===== src/rtl/sce_ram.sv =====
`timescale 1ns / 1ps
`default_nettype none
// ----------------------------------------------------------------------------
// Generic RAM
// One write port and one read port, read data registered.
// ----------------------------------------------------------------------------
module sce_ram #(
    parameter int WIDTH = 8,
    parameter int DEPTH = 16,
    localparam int AW   = (DEPTH > 1) ? $clog2(DEPTH) : 1
) (
    input  wire logic             i_clk,
    input  wire logic             i_we,
    input  wire logic [AW-1:0]    i_waddr,
    input  wire logic [WIDTH-1:0] i_wdata,
    input  wire logic [AW-1:0]    i_raddr,
    output logic      [WIDTH-1:0] o_rdata
);

    logic [WIDTH-1:0] r_mem [DEPTH];

    always_ff @(posedge i_clk) begin
        if (i_we) begin
            r_mem[i_waddr] <= i_wdata;
        end
        o_rdata <= r_mem[i_raddr];
    end

endmodule
`default_nettype wire


===== config.mk =====
export PLATFORM = sky130hd
export DESIGN_NAME = sce_ram
export DESIGN_NICKNAME = d
export VERILOG_FILES = /design/src/rtl/sce_ram.sv
export SDC_FILE = /design/constraint.sdc
export NUM_CORES = 1
export LEC_CHECK = 0
export ABC_AREA = 1
export BUFFER_PORTS_ARGS = -buffer_cell sky130_fd_sc_hd__buf_2
export CAP_MARGIN = 20
export CORE_UTILIZATION = 50
export CTS_CLUSTER_DIAMETER = 120
export DETAILED_ROUTE_END_ITERATION = 8
export PLACE_DENSITY = 0.7
export RECOVER_POWER = 50
export SYNTH_ARGS = -nofsm -noshare
export SYNTH_HDL_FRONTEND = slang
export SYNTH_SLANG_ARGS = --single-unit

===== constraint.sdc =====
create_clock -name i_clk -period 1.4 [get_ports i_clk]
set_input_delay 0.42 -clock i_clk [delete_from_list [all_inputs] [get_ports i_clk]]
set_output_delay 0.42 -clock i_clk [all_outputs]
set_load 0.01 [all_outputs]

; Word level (Yosys, flattened, before mapping)
; Memories as Yosys holds them, arrays and structs flattened. A register that Yosys moved wholly into a read port is not among the register bits.
; Cells that the tools add are included.
[classes]
n_mux = 2
[ops]
columns = op, count
row1 = $mux W1, 2
[totals]
register_bits = 0
mem_bits_rw = 128
memories = 1
[memory_table]
columns = memory, words, word_bits, read_ports, rd_clocked_by_memory_dff, write_ports, line
row1 = r_mem, 16, 8, 1, 1, 1, 20  ; logic [WIDTH-1:0] r_mem [DEPTH];

; Depth between registers and ports, before layout
[depth]
depth_word = 2
mapped_depth = 8
mapped_depth_nobuf = 7

; Worst setup path before layout
; No wires, ideal clock.
[synth_path]
path_type = in2reg
start = input port i_waddr[3]
end = memory r_mem[4][0], enable pin
setup_time_ps = 370
arrival_time_ps = 1001
required_time_ps = 1030
setup_slack_ps = 29
path_stages = 2
n_path_buf = 0
cell_sequence = nand3b_1 > nor2_1
[synth_rtl]
columns = element, line
row1 = from (decl), 14  ; input wire logic [AW-1:0] i_waddr,
row2 = to (decl), 20
; No word-level cell before the write port.

; Final worst setup path
[layout_path]
start = register o_rdata[3] (read register of r_mem)
end = output port o_rdata[3]
[layout_rtl]
columns = element, line
row1 = from (decl), 17  ; output logic [WIDTH-1:0] o_rdata
; No word-level cell between the ends.

==> reports/summary.json <==
{
  "finish": {
    "layout.cells.most_common": "nand2_1",
    "area_growth_syn_to_fin_pct": 17.5,
    "layout.cells.most_common_list": "173 x nand2_1, 128 x edfxtp_1, 100 x inv_1",
    "final_core_utilization": 0.614,
    "num_antenna_cells": 0,
    "fillCellCount": 877,
    "multi_input_area_mm2": 0.00121,
    "nets": 621,
    "design_area_mm2": 0.00678,
    "drive_gt1_frac": 0.127,
    "regArea_mm2": 0.00400
  },
  "cts": {
    "clock_tree_from_tritoncts": "yes",
    "cts_inserted_buffers": 17,
    "hold_buffers": 0,
    "ctsRootBufferMaster": "clkbuf_16",
    "clkSlewWorstSetupHoldPaths_ns": 0.06,
    "post_cts.resized_instances": 0,
    "ctsHtreeMaxLevel": 4,
    "worst_skew_pair.late_latency_ns": 0.41,
    "cts.repair_timing.setup_buffer_count": 0,
    "cts_sinks": 136,
    "max-clock-path-buffers": 2
  },
  "worst_setup_path": {
    "critical-path-slowest-cell": "dfxtp_1",
    "worst-path-max-fanout": 1,
    "setup.worst_path.start_class": "register",
    "critical_path_end_type": "primary output",
    "r2r_cells": 6,
    "cp.depth": 1,
    "delay_heaviest_family_cp": "flip-flops",
    "worst_path_largest_cell_delay_ns": 0.33,
    "crit_required_ns": 0.98,
    "path_class": "reg2out",
    "crit-reg2reg-launch": "r_mem[1][5]$_DFFE_PP_",
    "setup.reg_to_reg.worst_slack_ns": 0.38,
    "worstPathCellList": "buf_2",
    "cp_data_arrival_time_ns": 0.88,
    "worstReg2RegEnd": "o_rdata[5]$_DFF_P_",
    "critPathBufInv": 1
  },
  "sta": {
    "total_setup_violations_reported_at_the_end_of_the_flow": 0,
    "worst_slew_pin_slew_ns": 0.972,
    "grt_setup_unrepaired": "false",
    "clock-skew-final_ns": 0.00780,
    "timing_max_transition_violations_final": 0,
    "final-hold-violation-count": 0,
    "period_share": 0.926,
    "worst_hold_slack_ns": 0.404,
    "postLayoutSetupSlackWorst_ns": 0.104,
    "worst_slew_slack_as_a_fraction_of_its_limit": 0.352,
    "time_the_final_worst_path_needs_with_i_o_delays_and_setup_ns": 1.30,
    "timing.fmax_ghz": 0.772
  },
  "pwr": {
    "cell_internal_pwr_mw": 7.52,
    "power.ir.vdd_worst_v": 0.000811,
    "power.switching_fraction": 0.214,
    "cellLeakagePower_nw": 2.96,
    "power_per_cell_area_mw_per_mm2": 1410,
    "comb_power_share": 0.061,
    "fin_total_pwr_mw": 9.57,
    "clock_power_share": 0.460,
    "share_seq_of_total_power": 0.479,
    "switching_power_mw": 2.05
  },
  "logic_synthesis": {
    "ys_warns": 0,
    "syn_nets": 569,
    "ys_ff_latch": 136,
    "synth_cell_type_count": 12,
    "seq_area_frac_synth": 0.694,
    "netlist_instances": 551,
    "netlist_area_mm2": 0.00577,
    "syn_avg_cell_area_um2": 10.5
  },
  "die": {
    "chipWidth_um": 109,
    "ios": 26,
    "placement_rows": 38,
    "initial_cell_density_of_the_core": 0.523,
    "die_h_um": 109,
    "core_area_mm2": 0.0110,
    "fp.dieArea_mm2": 0.0120
  },
  "route": {
    "post-route-drc-count": 0,
    "wirelength_mm": 12.6,
    "drtAntennaViolNets": 0,
    "vias": 3967,
    "drt_pass1_iterations": 5,
    "routedWlPerCell_um": 16.7,
    "dr.first_iter.drc_count": 366,
    "vias_per_cell": 5.25
  },
  "min_path": {
    "worst_hold_path_ep": "o_rdata[5]$_DFF_P_",
    "min-delay-start": "i_raddr[2]",
    "holdPathStages": 4,
    "hp-class": "in2reg"
  },
  "outcome": {
    "status": "finished, final reports clean"
  },
  "global_routing": {
    "grt_first_pass_wirelength_mm": 20.4,
    "maximum_number_of_pins_on_one_net_before_global_route_repair": 64,
    "first_global_vias": 3980,
    "grt_remaining_overflow": 0,
    "grtUsageTotal": 0.240,
    "grt_antenna_before_repair": 0
  },
  "placement": {
    "placement.io_buffers": 25,
    "place.detailed.hpwl_mm": 8.04,
    "gp_routability_congestion": 0.815,
    "postPlaceCellArea_mm2": 0.00620,
    "dpl_worst_slack_ns": -0.0650
  },
  "run": {
    "count_of_maximum_capacitance_violations": 0
  }
}
==> Yosys cell counts <==
master / n / share of area
buf_1: 1 / 0.00065
buf_2: 13 / 0.011
buf_4: 4 / 0.0052
buf_6: 6 / 0.012
dfxtp_1: 8 / 0.028
edfxtp_1: 128 / 0.67
inv_1: 100 / 0.065
inv_2: 2 / 0.0013
nand2_1: 173 / 0.11
nand3_1: 97 / 0.084
nand3b_1: 2 / 0.0026
nor2_1: 17 / 0.011
==> how the worst max path moves through the flow <==
stage,slack [ns],startpoint,end
final,0.10,o_rdata[3]$_DFF_P_,o_rdata[3]
after global routing,0.05,o_rdata[3]$_DFF_P_,o_rdata[3]
after CTS,0.07,o_rdata[3]$_DFF_P_,o_rdata[3]
after detailed placement,-0.06,i_raddr[0],o_rdata[5]$_DFF_P_
after global placement,-0.06,i_raddr[0],o_rdata[5]$_DFF_P_
after floorplan,0.03,i_waddr[3],r_mem[4][0]$_DFFE_PP_
==> cell families (layout without fill, tap and decap cells) <==
group	Yosys count	after routing	share of synthesized area
buf+inv	126	191	0.0952
flops	136	136	0.694
simple gates	289	289	0.210
==> final cells by class <==
cell class,count,area share
clock buffer,18,0.0633
inverter,102,0.0565
sequential,136,0.591
multi-input combinational,289,0.179
tap,140,0.0258
timing repair buffer,57,0.0609
clock inverter,14,0.0234
==> sequential cells by signal, indices dropped and copies added (netlist names) <==
| signal | cells |
|---|---|
| o_rdata | 8 |
| r_mem | 128 |
==> layer usage <==
| metal | GRT usage | wire [um] | vias to the layer above |
|---|---|---|---|
| met1 | 0.318 | 5180 | 1882 |
| met5 | 0 | 0 | - |
| li1 | - | - | 1878 |
| met3 | 0.0587 | 1050 | 23 |
| met2 | 0.376 | 6020 | 184 |
| met4 | 0.112 | 343 | 0 |
==> metrics by stage <==
step	setup TNS (ns)	instances
2_1_floorplan	0	551
3_3_place_gp	-0.381	724
3_5_place_dp	-2.26	724
4_1_cts	0	756
5_1_grt	0	756
6_report	0	756
==> power groups by stage <==
| stage | combinational, mW | clock, mW | sequential (mW) |
|---|---|---|---|
| finish | 0.587 | 4.40 | 4.58 |
| global route | 0.654 | 4.62 | 4.59 |
| CTS | 0.593 | 4.47 | 4.58 |
| detailed placement | 0.586 | 0 | 4.66 |
| global placement | 0.572 | 0 | 4.66 |
| floorplan | 0.321 | 0 | 4.67 |
Power figures use the tool's default switching activity.
